===== src/rtl/core/lir_pkg.sv =====
// Package for the linear interpolation resampler.
// Holds the sequencer state type, register indexes and fixed widths.
// No dependencies; linear_interp_resampler and its testbench import it.
package lir_pkg;

	localparam int RATE_STEP_W = 21;
	localparam int CHAN_CNT_W  = 2;
	localparam int FRAC_W      = 16;
	localparam int POS_W       = 40;
	localparam int CFG_IDX_W   = 2;
	localparam int MAX_RESULTS = 64;
	localparam int RESULT_CNT_W = 7;

	localparam logic [CFG_IDX_W-1:0] REG_RATE_STEP      = 2'd0;
	localparam logic [CFG_IDX_W-1:0] REG_CHANNEL_COUNT  = 2'd1;
	localparam logic [CFG_IDX_W-1:0] REG_IN_FRAME_COUNT = 2'd2;
	localparam logic [CFG_IDX_W-1:0] REG_OUT_FRAME_COUNT = 2'd3;

	localparam logic [RATE_STEP_W-1:0] RATE_STEP_RESET = 21'd65536;
	localparam logic [CHAN_CNT_W-1:0]  CHAN_CNT_RESET  = 2'd1;
	localparam logic [CHAN_CNT_W-1:0]  CHAN_STEREO     = 2'd2;

	typedef enum logic [2:0] {
		ST_IDLE,
		ST_EVAL,
		ST_MUL_L,
		ST_MUL_R,
		ST_FIN,
		ST_LOOK,
		ST_OUT
	} lir_state_t;

endpackage


===== src/rtl/core/lir_in_if.sv =====
// Input channel of the resampler: one frame of samples per item.
// Valid/ready handshake; no dependencies.
interface lir_in_if #(
	parameter int SAMPLE_BITS = 16
);
	logic                          valid;
	logic                          ready;
	logic signed [SAMPLE_BITS-1:0] sample_left;
	logic signed [SAMPLE_BITS-1:0] sample_right;

	modport source (output valid, output sample_left, output sample_right, input ready);
	modport sink   (input valid, input sample_left, input sample_right, output ready);
endinterface


===== src/rtl/core/lir_out_if.sv =====
// Output channel of the resampler: one interpolated frame per item.
// Valid/ready handshake; no dependencies.
interface lir_out_if #(
	parameter int SAMPLE_BITS = 16
);
	logic                          valid;
	logic                          ready;
	logic signed [SAMPLE_BITS-1:0] out_left;
	logic signed [SAMPLE_BITS-1:0] out_right;
	logic                          run_last;
	logic                          stream_done;

	modport source (output valid, output out_left, output out_right, output run_last,
		output stream_done, input ready);
	modport sink   (input valid, input out_left, input out_right, input run_last,
		input stream_done, output ready);
endinterface


===== src/rtl/core/linear_interp_resampler.sv =====
// Linear interpolation sample-rate converter, one input frame per item.
// A small sequencer steps each output through a single shared multiplier.
// After an accepted frame is evaluated, each output it causes passes in order
// through left product, right product, rounding, lookahead and output register,
// and waits there while the sink holds ready low; at most 64 outputs come from one frame.
// The input is not ready while a frame is being worked on. Outputs sit at
// Q24.16 positions advancing by rate_step; output i is interpolated between
// the previous and the current frame with round to nearest, and on the last
// frame the remaining outputs repeat its samples up to out_frame_count.
// Depends on lir_pkg, lir_in_if and lir_out_if.
module linear_interp_resampler
	import lir_pkg::*;
#(
	parameter int SAMPLE_BITS      = 16,
	parameter int FRAME_COUNT_BITS = 24
) (
	input  logic                                  clk,
	input  logic                                  arst_n,
	input  logic                                  cfg_we,
	input  logic [CFG_IDX_W-1:0]                  cfg_index,
	input  logic [((FRAME_COUNT_BITS > RATE_STEP_W) ? FRAME_COUNT_BITS : RATE_STEP_W)-1:0]
	                                              cfg_data,
	lir_in_if.sink                                in_ch,
	lir_out_if.source                             out_ch
);

	localparam int S    = SAMPLE_BITS;
	localparam int W    = FRAME_COUNT_BITS;
	localparam int POSW = POS_W;
	localparam int PRDW = S + FRAC_W + 2;

	lir_state_t state_q, state_d;

	logic [RATE_STEP_W-1:0] rate_step_q;
	logic [CHAN_CNT_W-1:0]  channel_count_q;
	logic [W-1:0]           in_count_q;
	logic [W-1:0]           out_count_q;

	logic signed [S-1:0] prev_l_q, prev_r_q, cur_l_q, cur_r_q, yl_q;
	logic signed [S:0]   diff_l_q, diff_r_q;
	logic [W-1:0]        frames_seen_q, outputs_done_q;
	logic [POSW-1:0]     pos_q;
	logic [RESULT_CNT_W-1:0] n_q;
	logic                skip_q, last_q, stereo_q, hold_q, more_q;
	logic signed [PRDW-1:0] prod_q;

	logic signed [S-1:0] out_left_q, out_right_q;
	logic                run_last_q, stream_done_q;

	logic                accept, out_take, more, commit, mul_en;
	logic [W-1:0]        ipos;
	logic [FRAC_W-1:0]   frac;
	logic signed [S:0]   mul_a;
	logic signed [PRDW-1:0] rnd;
	logic signed [S+1:0] q_val;
	logic signed [S-1:0] x0_sel, lerp_y;
	logic [W-1:0]        od_inc;
	logic [RESULT_CNT_W-1:0] n_inc;
	logic [W:0]          k_plus;
	logic                in_stereo;

	assign accept   = in_ch.valid && in_ch.ready;
	assign out_take = out_ch.valid && out_ch.ready;
	assign ipos     = W'(pos_q[POSW-1:FRAC_W]);
	assign frac     = pos_q[FRAC_W-1:0];
	assign more     = (outputs_done_q < out_count_q)
		&& (n_q < RESULT_CNT_W'(MAX_RESULTS))
		&& ((ipos < frames_seen_q) || last_q);
	assign k_plus   = {1'b0, frames_seen_q} + {{W{1'b0}}, 1'b1};
	assign in_stereo = (channel_count_q == CHAN_STEREO);

	// Shared multiplier and rounding adder, used for left then right.
	assign mul_a  = (state_q == ST_MUL_L) ? diff_l_q : diff_r_q;
	assign x0_sel = (state_q == ST_MUL_R) ? prev_l_q : prev_r_q;
	assign rnd    = prod_q + PRDW'(32768);
	assign q_val  = (S+2)'(rnd >>> FRAC_W);
	assign lerp_y = x0_sel + q_val[S-1:0];
	assign od_inc = outputs_done_q + {{(W-1){1'b0}}, 1'b1};
	assign n_inc  = n_q + {{(RESULT_CNT_W-1){1'b0}}, 1'b1};

	always_comb begin
		state_d = state_q;
		case (state_q)
			ST_IDLE: begin
				if (in_ch.valid) state_d = ST_EVAL;
			end
			ST_EVAL: begin
				if (skip_q || !more) state_d = ST_IDLE;
				else state_d = ST_MUL_L;
			end
			ST_MUL_L: state_d = ST_MUL_R;
			ST_MUL_R: state_d = ST_FIN;
			ST_FIN:   state_d = ST_LOOK;
			ST_LOOK:  state_d = ST_OUT;
			ST_OUT: begin
				if (out_ch.ready) state_d = more_q ? ST_MUL_L : ST_IDLE;
			end
			default: state_d = ST_IDLE;
		endcase
	end

	always_comb begin
		commit = 1'b0;
		mul_en = 1'b0;
		case (state_q)
			ST_EVAL:  commit = !skip_q && !more;
			ST_MUL_L: mul_en = 1'b1;
			ST_MUL_R: mul_en = 1'b1;
			ST_OUT:   commit = out_ch.ready && !more_q;
			default: begin
				commit = 1'b0;
				mul_en = 1'b0;
			end
		endcase
	end

	assign in_ch.ready        = (state_q == ST_IDLE);
	assign out_ch.valid       = (state_q == ST_OUT);
	assign out_ch.out_left    = out_left_q;
	assign out_ch.out_right   = out_right_q;
	assign out_ch.run_last    = run_last_q;
	assign out_ch.stream_done = stream_done_q;

	always_ff @(posedge clk or negedge arst_n) begin
		if (!arst_n) begin
			state_q         <= ST_IDLE;
			rate_step_q     <= RATE_STEP_RESET;
			channel_count_q <= CHAN_CNT_RESET;
			in_count_q      <= {{(W-1){1'b0}}, 1'b1};
			out_count_q     <= '0;
			prev_l_q        <= '0;
			prev_r_q        <= '0;
			frames_seen_q   <= '0;
			pos_q           <= '0;
			outputs_done_q  <= '0;
			n_q             <= '0;
			skip_q          <= 1'b0;
			last_q          <= 1'b0;
			stereo_q        <= 1'b0;
			hold_q          <= 1'b0;
			more_q          <= 1'b0;
		end else begin
			state_q <= state_d;
			if (cfg_we) begin
				case (cfg_index)
					REG_RATE_STEP:       rate_step_q     <= cfg_data[RATE_STEP_W-1:0];
					REG_CHANNEL_COUNT:   channel_count_q <= cfg_data[CHAN_CNT_W-1:0];
					REG_IN_FRAME_COUNT:  in_count_q      <= cfg_data[W-1:0];
					REG_OUT_FRAME_COUNT: out_count_q     <= cfg_data[W-1:0];
					default: begin
					end
				endcase
			end
			if (accept) begin
				skip_q   <= (frames_seen_q >= in_count_q);
				last_q   <= (k_plus == {1'b0, in_count_q});
				stereo_q <= in_stereo;
				n_q      <= '0;
			end
			if (state_q == ST_MUL_L) hold_q <= !(ipos < frames_seen_q);
			if (state_q == ST_FIN) begin
				n_q   <= n_inc;
				pos_q <= pos_q + POSW'(rate_step_q);
				if (od_inc >= out_count_q) outputs_done_q <= od_inc;
				else if (last_q && n_inc == RESULT_CNT_W'(MAX_RESULTS))
					outputs_done_q <= out_count_q;
				else outputs_done_q <= od_inc;
			end
			if (state_q == ST_LOOK) more_q <= more;
			if (commit) begin
				prev_l_q      <= cur_l_q;
				prev_r_q      <= cur_r_q;
				frames_seen_q <= k_plus[W-1:0];
			end
		end
	end

	always_ff @(posedge clk) begin
		if (accept) begin
			cur_l_q  <= in_ch.sample_left;
			cur_r_q  <= in_stereo ? in_ch.sample_right : '0;
			diff_l_q <= (S+1)'(in_ch.sample_left) - (S+1)'(prev_l_q);
			diff_r_q <= (in_stereo ? (S+1)'(in_ch.sample_right) : '0) - (S+1)'(prev_r_q);
		end
		if (mul_en) prod_q <= PRDW'(mul_a * $signed({1'b0, frac}));
		if (state_q == ST_MUL_R) yl_q <= hold_q ? cur_l_q : lerp_y;
		if (state_q == ST_FIN) begin
			out_left_q    <= yl_q;
			out_right_q   <= !stereo_q ? '0 : (hold_q ? cur_r_q : lerp_y);
			stream_done_q <= (od_inc >= out_count_q)
				|| (last_q && n_inc == RESULT_CNT_W'(MAX_RESULTS));
		end
		if (state_q == ST_LOOK) run_last_q <= !more;
	end

endmodule


===== src/flat_wrapper.sv =====
// flat-port wrapper written by rule: the top's interface ports become plain ports
module linear_interp_resampler_flat import lir_pkg::*;
#(
	parameter int SAMPLE_BITS      = 16,
	parameter int FRAME_COUNT_BITS = 24
)
  (clk, arst_n, cfg_we, cfg_index, cfg_data, in_ch_valid, in_ch_sample_left, in_ch_sample_right, in_ch_ready, out_ch_valid, out_ch_out_left, out_ch_out_right, out_ch_run_last, out_ch_stream_done, out_ch_ready);
  lir_in_if #(.SAMPLE_BITS(SAMPLE_BITS)) in_ch_i ();
  lir_out_if #(.SAMPLE_BITS(SAMPLE_BITS)) out_ch_i ();
  input  logic clk;
  input  logic arst_n;
  input  logic cfg_we;
  input  logic [CFG_IDX_W-1:0] cfg_index;
  input  logic [((FRAME_COUNT_BITS > RATE_STEP_W) ? FRAME_COUNT_BITS : RATE_STEP_W)-1:0] cfg_data;
  input wire logic [$bits(in_ch_i.valid)-1:0] in_ch_valid;
  input wire logic [$bits(in_ch_i.sample_left)-1:0] in_ch_sample_left;
  input wire logic [$bits(in_ch_i.sample_right)-1:0] in_ch_sample_right;
  output wire logic [$bits(in_ch_i.ready)-1:0] in_ch_ready;
  output wire logic [$bits(out_ch_i.valid)-1:0] out_ch_valid;
  output wire logic [$bits(out_ch_i.out_left)-1:0] out_ch_out_left;
  output wire logic [$bits(out_ch_i.out_right)-1:0] out_ch_out_right;
  output wire logic [$bits(out_ch_i.run_last)-1:0] out_ch_run_last;
  output wire logic [$bits(out_ch_i.stream_done)-1:0] out_ch_stream_done;
  input wire logic [$bits(out_ch_i.ready)-1:0] out_ch_ready;
  assign in_ch_i.valid = in_ch_valid;
  assign in_ch_i.sample_left = in_ch_sample_left;
  assign in_ch_i.sample_right = in_ch_sample_right;
  assign in_ch_ready = in_ch_i.ready;
  assign out_ch_valid = out_ch_i.valid;
  assign out_ch_out_left = out_ch_i.out_left;
  assign out_ch_out_right = out_ch_i.out_right;
  assign out_ch_run_last = out_ch_i.run_last;
  assign out_ch_stream_done = out_ch_i.stream_done;
  assign out_ch_i.ready = out_ch_ready;
  linear_interp_resampler #(.SAMPLE_BITS(SAMPLE_BITS), .FRAME_COUNT_BITS(FRAME_COUNT_BITS)) u_core (.clk(clk), .arst_n(arst_n), .cfg_we(cfg_we), .cfg_index(cfg_index), .cfg_data(cfg_data), .in_ch(in_ch_i), .out_ch(out_ch_i));
endmodule

===== config.mk =====
export PLATFORM = sky130hd
export DESIGN_NAME = linear_interp_resampler_flat
export DESIGN_NICKNAME = d
export VERILOG_FILES = /design/src/rtl/core/lir_pkg.sv /design/src/rtl/core/lir_in_if.sv /design/src/rtl/core/lir_out_if.sv /design/src/rtl/core/linear_interp_resampler.sv /design/src/flat_wrapper.sv
export SDC_FILE = /design/constraint.sdc
export NUM_CORES = 1
export LEC_CHECK = 0
export ABC_AREA = 1
export BUFFER_PORTS_ARGS = -buffer_cell sky130_fd_sc_hd__buf_2
export CAP_MARGIN = 40
export CORE_MARGIN = 2
export CORE_UTILIZATION = 30
export DETAILED_ROUTE_END_ITERATION = 6
export HOLD_SLACK_MARGIN = 0.06
export PLACE_DENSITY = 0.54
export SYNTH_ARGS = -nofsm -noshare
export SYNTH_HDL_FRONTEND = slang
export SYNTH_SLANG_ARGS = --single-unit

===== constraint.sdc =====
create_clock -name clk -period 9.2 [get_ports clk]
set_input_delay 0.92 -clock clk [delete_from_list [all_inputs] [get_ports clk]]
set_output_delay 0.92 -clock clk [all_outputs]
set_load 0.05 [all_outputs]

# Word level (Yosys, flattened, before mapping)

Cells that the tools add are included.
W data, S select, Z words.

Word-level logic and storage cells: 92
Register bits: 354

Reduce and logical (&&, ||, !) cells: 22
Eq/ne operators: 14
Multipliers: 1
Muxes and demuxes: 16
Add/subtract/negate cells: 8
Order comparisons: 5

Operators by type and width:

| cell                     | count |
|---|---|
| $ge A24 B24 Y1           | 2 |
| $lt A24 B24 Y1           | 2 |
| $mux W16                 | 3 |
| $mux W24                 | 2 |
| $add A40 B21 Y40         | 1 |
| $mux W17                 | 2 |
| $add A32 B17 Y32 const B | 1 |
| $mul A17 B17 Y32         | 1 |
| $add A24 B1 Y25 const B  | 1 |
| $eq A25 B24 Y1           | 1 |
| $add A24 B1 Y24 const B  | 1 |
| $pmux W3 S7              | 1 |
| $sub A16 B16 Y17         | 1 |
| $sub A17 B17 Y17         | 1 |
| $add A16 B16 Y16         | 1 |
| $mux W7                  | 2 |
| $reduce_and A2 Y1        | 5 |
| $eq A3 B3 Y1 const B     | 3 |
| $add A7 B1 Y7 const B    | 1 |
| $eq A7 B7 Y1 const B     | 1 |
| $lt A7 B7 Y1 const B     | 1 |
| $eq A2 B2 Y1 const B     | 3 |
| $eq A3 B2 Y1 const B     | 2 |
| $logic_and A1 B1 Y1      | 6 |
| other kinds (14)         | 21 |

# Logic depth before layout (Yosys ltp)

Gate-level depths: netlist (run 1).

Word-level depth: 7
Mapped depth: 29

# Worst setup path before layout (run 1)

OpenSTA, ideal clock, no wires.

Path type: register -> register
Start point: reg u_core.state_q[2]
End point: reg u_core.prod_q[31] (data pin)
Library setup time: 0.252 ns
Arrival time: 6.110 ns
Slack: 2.838 ns
Required time: 8.948 ns
Stages on the path, launching flop included: 26
Path buffers: 1
Clock period less this slack: 6.362 ns
Cells stage by stage: dfrtp_1 inv_1 nand3_2 nand2_1 o21ai_1 clkbuf_1 nor2_1 inv_1 fa_1 inv_1 fa_1 fa_1 fa_1 fa_1 inv_1 fa_1 inv_1 ha_1 a21oi_1 o21ai_0 a21oi_1 o21ai_0 a21oi_1 inv_1 nand2_1 nand2_1

Longest elaborated chain between the ends: 3

RTL lines:

| element                | line                           | source |
|---|---|---|
| start, declared        | linear_interp_resampler.sv:32  | `lir_state_t state_q, state_d;` |
| start signal, assigned | linear_interp_resampler.sv:143 | `state_q <= state_d;` |
| $eq A3 B2 Y1           | linear_interp_resampler.sv:73  | `assign mul_a = (state_q == ST_MUL_L) ? diff_l_q : diff_r_q;` |
| $mux W17               | linear_interp_resampler.sv:73  |  |
| $mul A17 B17 Y32       | linear_interp_resampler.sv:185 | `if (mul_en) prod_q <= PRDW'(mul_a * $signed({1'b0, frac}));` |
| end signal, assigned   | linear_interp_resampler.sv:185 |  |
| end, declared          | linear_interp_resampler.sv:45  | `logic signed [PRDW-1:0] prod_q;` |

No other way between the ends.
A chain may end at the register's enable or synchronous reset.

# Worst setup path in the final report (run 1)

Start point: reg u_core.state_q[2]
End point: reg u_core.prod_q[27] (data pin)

The elaborated chain is that of the path after synthesis.

==> flow_metrics.env, run 1 <==
export IMPL_fin_skew_ns=0.0130
export IMPL_multi_input_area_um2=19200
export IMPL_crit_top_cell="fa_1"
export IMPL_finalCriticalPeriod_ns=7.56
export IMPL_seq_area_frac_synth_pct=29.0
export IMPL_core_rowCount=118
export IMPL_dpl_hpwl_mm=75.6
export IMPL_initial_core_util_pct=30.3
export IMPL_globalRouteOverflowTotal=0
export IMPL_die_width_um=328
export IMPL_drv_cap=0
export IMPL_worst_path_max_delay_cell="fa_1"
export IMPL_ys_types=54
export IMPL_drt_antenna_violating_nets=0
export IMPL_area_delta_synth_final_pct=10.9
export IMPL_tightest_slew_ns=0.874
export IMPL_postCtsHoldBufs=0
export IMPL_final_common_cell="nand2_1"
export IMPL_crit_type="reg2reg"
export IMPL_cp_end_kind="register"
export IMPL_die_h_um=328
export IMPL_hold_viol_final=0
export IMPL_period_share_pct=82.2
export IMPL_drcViolationCount=0
export IMPL_avgSynthCellArea_um2=7.87
export IMPL_place_gp_congestion=0.921
export IMPL_max_freq_ghz=0.132
export IMPL_clock_latency_ns=0.57
export IMPL_num_antenna_cells=0
export IMPL_worst_setup_path_start_kind="register"
export IMPL_drive_gt1_share_pct=5.88
export IMPL_drtIter0Drc=1746
export IMPL_track_usage_pct=18.0
export IMPL_htreeDepth=2
export IMPL_avgViaCountPerCell=4.74
export IMPL_cts_resized=0
export IMPL_io_buffers=98
export IMPL_status="finished, final reports clean"
export IMPL_critPathBufInv=6
export IMPL_die_area_um2=108000
export IMPL_synth_edf_count=133
export IMPL_cpPeakStageDelay_ns=0.57
export IMPL_syn_inst=4006
export IMPL_cpLargestDelayFamily="adder cells"
export IMPL_syn_area_um2=31500
export IMPL_cp_arrival_ns=7.87
export IMPL_seqCellArea_um2=9150
export IMPL_cts_buffer_depth=3
export IMPL_hold_path_class="in2async"
export IMPL_clock_sinks=339
export IMPL_nets=4668
export IMPL_cts_buffers=39
export IMPL_first_pass_iters=5
export IMPL_worstReg2RegStart="u_core.state_q[2]"
export IMPL_wirelength_mm=95.4
export IMPL_cts_reportedPaths_clkPinSlew_ns=0.06
export IMPL_num_io_pins=99
export IMPL_fin_setup_tns_ns=0
export IMPL_yosys_warnings=0
export IMPL_layout_common_cells="nand2_1 (1073), inv_1 (724), nor2_1 (347), fa_1 (269), ha_1 (248)"
export IMPL_async_flop_share_pct=60.8
export IMPL_post_cts_buffers=0
export IMPL_slew_viol_final=0
export IMPL_r2r_cells=22
export IMPL_grt_max_degree=107
export IMPL_syn_nets=4586
export IMPL_r2r_slack_ns=1.64
export IMPL_cts_root_buf="clkbuf_16"
export IMPL_max_slew_margin_rel_pct=41.5
export IMPL_via_count=26100
export IMPL_rsz0062_at_grt="false"
export IMPL_cp_max_fo=20
export IMPL_synth_flop_cell="dfrtp_1"
export IMPL_reg2reg_to="u_core.prod_q[27]"
export IMPL_core_um2=104000
export IMPL_grt_pass1_vias=26500
export IMPL_critical_path_cell_chain="inv_1, nand3_2, buf_4, o21ai_2, inv_1, nand2_1, fa_1, inv_1, fa_1, fa_1, fa_1, fa_1, inv_1, fa_1, inv_1, ha_1, a21oi_1, o21ai_0, a21oi_1, nand3_1, a21oi_1, xnor2_1"
export IMPL_grt_pass1_wl_mm=152
export IMPL_final_setup_viol_count=0
export IMPL_ys_ff_latch=339
export IMPL_antenna_found_initial=6
export IMPL_wire_per_inst_um=17.4
export IMPL_cts_tree="yes"
export IMPL_crit_required_ns=9.51
export IMPL_fillCellCount=11100
[worst max path at each step]
stage | cells after the start | end | start
after detailed placement | 25 | u_core.prod_q[26] | u_core.state_q[2]
final | 22 | u_core.prod_q[27] | u_core.state_q[2]
after global routing | 26 | u_core.prod_q[28] | u_core.state_q[2]
after CTS | 25 | u_core.prod_q[26] | u_core.state_q[2]
after global placement | 22 | u_core.prod_q[26] | u_core.state_q[2]
after floorplan | 25 | u_core.prod_q[31] | u_core.state_q[2]
[registers in the layout, indices dropped and copies added (netlist names), 16 cells and up]
signal,count
u_core.yl_q,16
u_core.out_ch.out_right,16
u_core.frames_seen_q,24
u_core.outputs_done_q,24
u_core.cur_r_q,16
u_core.rate_step_q,21
u_core.out_count_q,24
u_core.prev_l_q,16
u_core.diff_r_q,17
u_core.diff_l_q,17
u_core.out_ch.out_left,16
u_core.prev_r_q,16
u_core.in_count_q,24
u_core.cur_l_q,16
u_core.pos_q,40
u_core.prod_q,17
[per-stage QoR]
| stage | utilization, % | std cells | setup WS (ns) | cell area (µm²) | hold WS [ns] |
|---|---|---|---|---|---|
| 2_1_floorplan | - | 4006 | 2.84 | 31500 | 0.400 |
| 3_3_place_gp | 32.3 | 5421 | 1.31 | 33600 | 0.403 |
| 3_5_place_dp | 32.4 | 5427 | 1.60 | 33700 | 0.405 |
| 4_1_cts | 33.6 | 5497 | 1.59 | 34900 | 0.419 |
| 5_1_grt | 33.6 | 5497 | 1.14 | 34900 | 0.426 |
| 6_report | 33.6 | 5497 | 1.64 | 34900 | 0.353 |
[synthesized netlist by cell type (all sizes together), types with 18 or more instances]
master | count | share of area [%]
o21ai | 217 | 3.6
fa | 269 | 17
nand3 | 200 | 3.2
buf | 32 | 0.64
a21o | 18 | 0.43
nand4 | 29 | 0.58
a21oi | 175 | 2.8
clkbuf | 59 | 0.71
edfxtp | 133 | 13
inv | 727 | 8.7
xor2 | 82 | 2.3
nand2 | 1081 | 13
dfrtp | 203 | 16
nor2 | 354 | 4.3
xnor2 | 39 | 1.1
ha | 248 | 9.8
nor3 | 45 | 0.75
[area by class of cell]
class                      count  share of cell area [%]
clock buffer                  48                    3.03
clock inverter                22                   0.652
inverter                     735                    7.90
multi-input combinational   2841                    55.0
sequential                   339                    26.2
tap                         1380                    4.94
timing repair buffer         132                    2.31
[layer usage]
| metal | track usage [%] | vias to the layer above | routed length [µm] |
|---|---|---|---|
| met3 | 1.96 | 108 | 4730 |
| met4 | 4.11 | 0 | 1990 |
| met1 | 24.7 | 12700 | 43600 |
| met5 | 0 | - | 0 |
| li1 | - | 12700 | - |
| met2 | 30.6 | 592 | 45100 |
[cell families after synthesis]
kind of cell	synth area share, %
xor+xnor	3.46
buf+inv	10.1
simple gates	22.3
flops	29.0
compound gates	8.16
fa+ha+maj	26.9
[worst reg2reg max path, delay by kind of cell, from the launching register on]
family,cells,cell delay [ns]
AND/OR/NAND/NOR,3,0.83
AO/OA/AOI/OAI,5,1.53
adder cells (fa/ha/maj),7,3.33
buffers and inverters,6,1.11
flip-flops,1,0.41
XOR/XNOR,1,0.09
Power of run 1 is not shown: default switching activity piles up to over one toggle a cycle in this logic, so the estimate is an artifact.
==> run 2: changes to the inputs <==
--- a/config.mk
+++ b/config.mk
@@ -12,7 +12,7 @@
 export CORE_UTILIZATION = 30
 export DETAILED_ROUTE_END_ITERATION = 6
 export HOLD_SLACK_MARGIN = 0.06
-export PLACE_DENSITY = 0.54
+export PLACE_DENSITY = 0.56
 export SYNTH_ARGS = -nofsm -noshare
 export SYNTH_HDL_FRONTEND = slang
 export SYNTH_SLANG_ARGS = --single-unit
==> constraint.sdc (replaced) <==
create_clock -name clk -period 6.3 [get_ports clk]
set_input_delay 0.63 -clock clk [delete_from_list [all_inputs] [get_ports clk]]
set_output_delay 0.63 -clock clk [all_outputs]
set_load 0.05 [all_outputs]
==> run 2 against run 1 <==
- the run now ends with setup timing left
- register-to-register slack got worse by 1.7 ns
- non-clock buffer count up 193
- via count is 3.3% higher
- global-route usage increased by 0.59 points
- core utilization up 2.3 points
- final cell count up 3.6%
- design area increased by 6.7%
- die area unchanged
- flip-flop and latch count unchanged
- worst hold slack worse by 0.041 ns
- critical path type unchanged
- critical endpoint is now u_core.prod_q[25]
- largest cell class unchanged
==> flow_metrics.env, run 2 (synthesis results as in run 1) <==
export IMPL_status="complete, but fails checks"
export IMPL_violations="setup timing"
export IMPL_final_setup_viol_count=2
export IMPL_drv_cap=0
export IMPL_setup_slack_ns=-0.0692
export IMPL_cts_reportedPaths_clkPinSlew_ns=0.06
export IMPL_first_pass_iters=6
export IMPL_hold_viol_final=0
export IMPL_dpl_hpwl_mm=79.4
export IMPL_seqCellArea_um2=9150
export IMPL_worst_setup_path_start_kind="register"
export IMPL_grt_max_degree=138
export IMPL_die_width_um=328
export IMPL_place_gp_congestion=0.904
export IMPL_max_freq_ghz=0.157
export IMPL_rsz0062_at_grt="true"
export IMPL_nets=4862
export IMPL_layout_common_cells="nand2_1 (1058), inv_1 (709), nor2_1 (327), fa_1 (259), ha_1 (230)"
export IMPL_htreeDepth=2
export IMPL_die_h_um=328
export IMPL_cts_root_buf="clkbuf_16"
export IMPL_die_area_um2=108000
export IMPL_wire_per_inst_um=17.6
export IMPL_cts_tree="yes"
export IMPL_clock_latency_ns=0.58
export IMPL_cp_max_fo=6
export IMPL_largest_register_ffs=40
export IMPL_slew_viol_final=0
export IMPL_core_um2=104000
export IMPL_io_buffers=98
export IMPL_fin_skew_ns=0.0283
export IMPL_cp_end_kind="register"
export IMPL_drtIter0Drc=2196
export IMPL_drt_antenna_violating_nets=0
export IMPL_finalCriticalPeriod_ns=6.37
export IMPL_fin_setup_tns_ns=-0.0848
export IMPL_initial_core_util_pct=30.3
export IMPL_drive_gt1_share_pct=12.9
export IMPL_clock_sinks=339
export IMPL_num_antenna_cells=0
export IMPL_grt_pass1_vias=27100
export IMPL_drcViolationCount=0
export IMPL_grt_pass1_wl_mm=155
export IMPL_multi_input_area_um2=19800
export IMPL_cts_buffer_depth=3
export IMPL_cts_buffers=40
export IMPL_cp_arrival_ns=6.67
export IMPL_via_count=26900
export IMPL_num_io_pins=99
export IMPL_globalRouteOverflowTotal=0
export IMPL_area_delta_synth_final_pct=18.3
export IMPL_top_register="u_core.pos_q"
export IMPL_track_usage_pct=18.6
export IMPL_antenna_found_initial=3
export IMPL_hold_path_class="in2reg"
export IMPL_tightest_slew_ns=0.927
export IMPL_wirelength_mm=99.9
export IMPL_period_share_pct=101
export IMPL_max_slew_margin_rel_pct=38.0
export IMPL_core_rowCount=118
export IMPL_crit_required_ns=6.60
export IMPL_crit_type="reg2reg"
export IMPL_final_common_cell="nand2_1"
export IMPL_fillCellCount=11000
export IMPL_avgViaCountPerCell=4.73
run 2: cell types whose count changed in the layout (fill, tap and decap cells not counted), moves of 16 or more:
cell | before | now
buf_4 | 28 | 200
a21oi_1 | 175 | 155
nor2_1 | 347 | 327
a21oi_2 | 0 | 18
ha_1 | 248 | 230
nor2_2 | 3 | 21
ha_4 | 0 | 16
run 2: final timing paths:
check,from,to,slack (ns),depth (start not counted)
min,in_ch_sample_left[12],u_core.cur_l_q[12],0.31,1
min reg2reg,u_core.yl_q[14],u_core.out_ch.out_left[14],0.42,0
max,u_core.state_q[2],u_core.prod_q[25],-0.07,25
max in group asynchronous,arst_n,u_core.prev_r_q[10],4.44,3
min in group asynchronous,arst_n,u_core.outputs_done_q[3],0.59,2
max reg2reg,u_core.state_q[2],u_core.prod_q[25],-0.07,25
run 2: cell type report:
cell class              instances  share of cell area [%]
inverters                     735                    7.44
clock inverters                14                   0.399
flip-flops and latches        339                    24.5
clock buffers                  60                    3.30
repair buffers                325                    6.55
well taps                    1380                    4.63
multi-input cells            2841                    53.1
run 2: what timing repair did:
action                                 CTS  global route
cloned                                   2             0
resized for setup                       74           102
setup endpoints to repair               15            17
hold buffers                             1             0
buffers inserted                        13            17
endpoints found under the hold margin   58             0
pin swaps                               18            52
run 2: metal layers:
metal  global-route usage, %  up-vias  routed length, µm  share of wire (%)
met5                       0        -                  0                  0
met4                    5.13        0               2690                2.7
met3                    3.15      136               6000                6.0
met2                    30.7      705              46700                 47
met1                    25.2    13000              44600                 45
li1                        -    13100                  -                  -
run 2: stage by stage:
step	util (%)	hold slack (ns)	std cells	worst slack [ns]	instance area (µm²)
global placement	33.5	0.403	5583	-0.566	34800
detailed placement	33.6	0.405	5587	-0.571	34900
floorplan	-	0.334	4006	0.0735	31500
CTS	35.4	0.283	5677	-0.0535	36800
finish	35.9	0.311	5694	-0.0692	37300
global route	35.9	0.289	5694	-0.187	37300
run 2: critical path: stages, from the launching register on:
cell	delay (ns)
dfrtp_1	0.38
inv_2	0.08
nand3_4	0.17
buf_12	0.20
buf_12	0.13
o21ai_4	0.23
buf_6	0.14
buf_4	0.12
nor2_1	0.05
fa_1	0.50
inv_1	0.06
fa_1	0.50
fa_1	0.52
inv_1	0.05
fa_1	0.46
fa_1	0.54
inv_1	0.06
fa_1	0.53
inv_1	0.06
ha_4	0.32
nand2_4	0.08
nor3b_4	0.27
nand4_1	0.28
nand3_2	0.18
a21oi_2	0.07
xnor2_1	0.14
Power of run 2 is left out for the same reason.
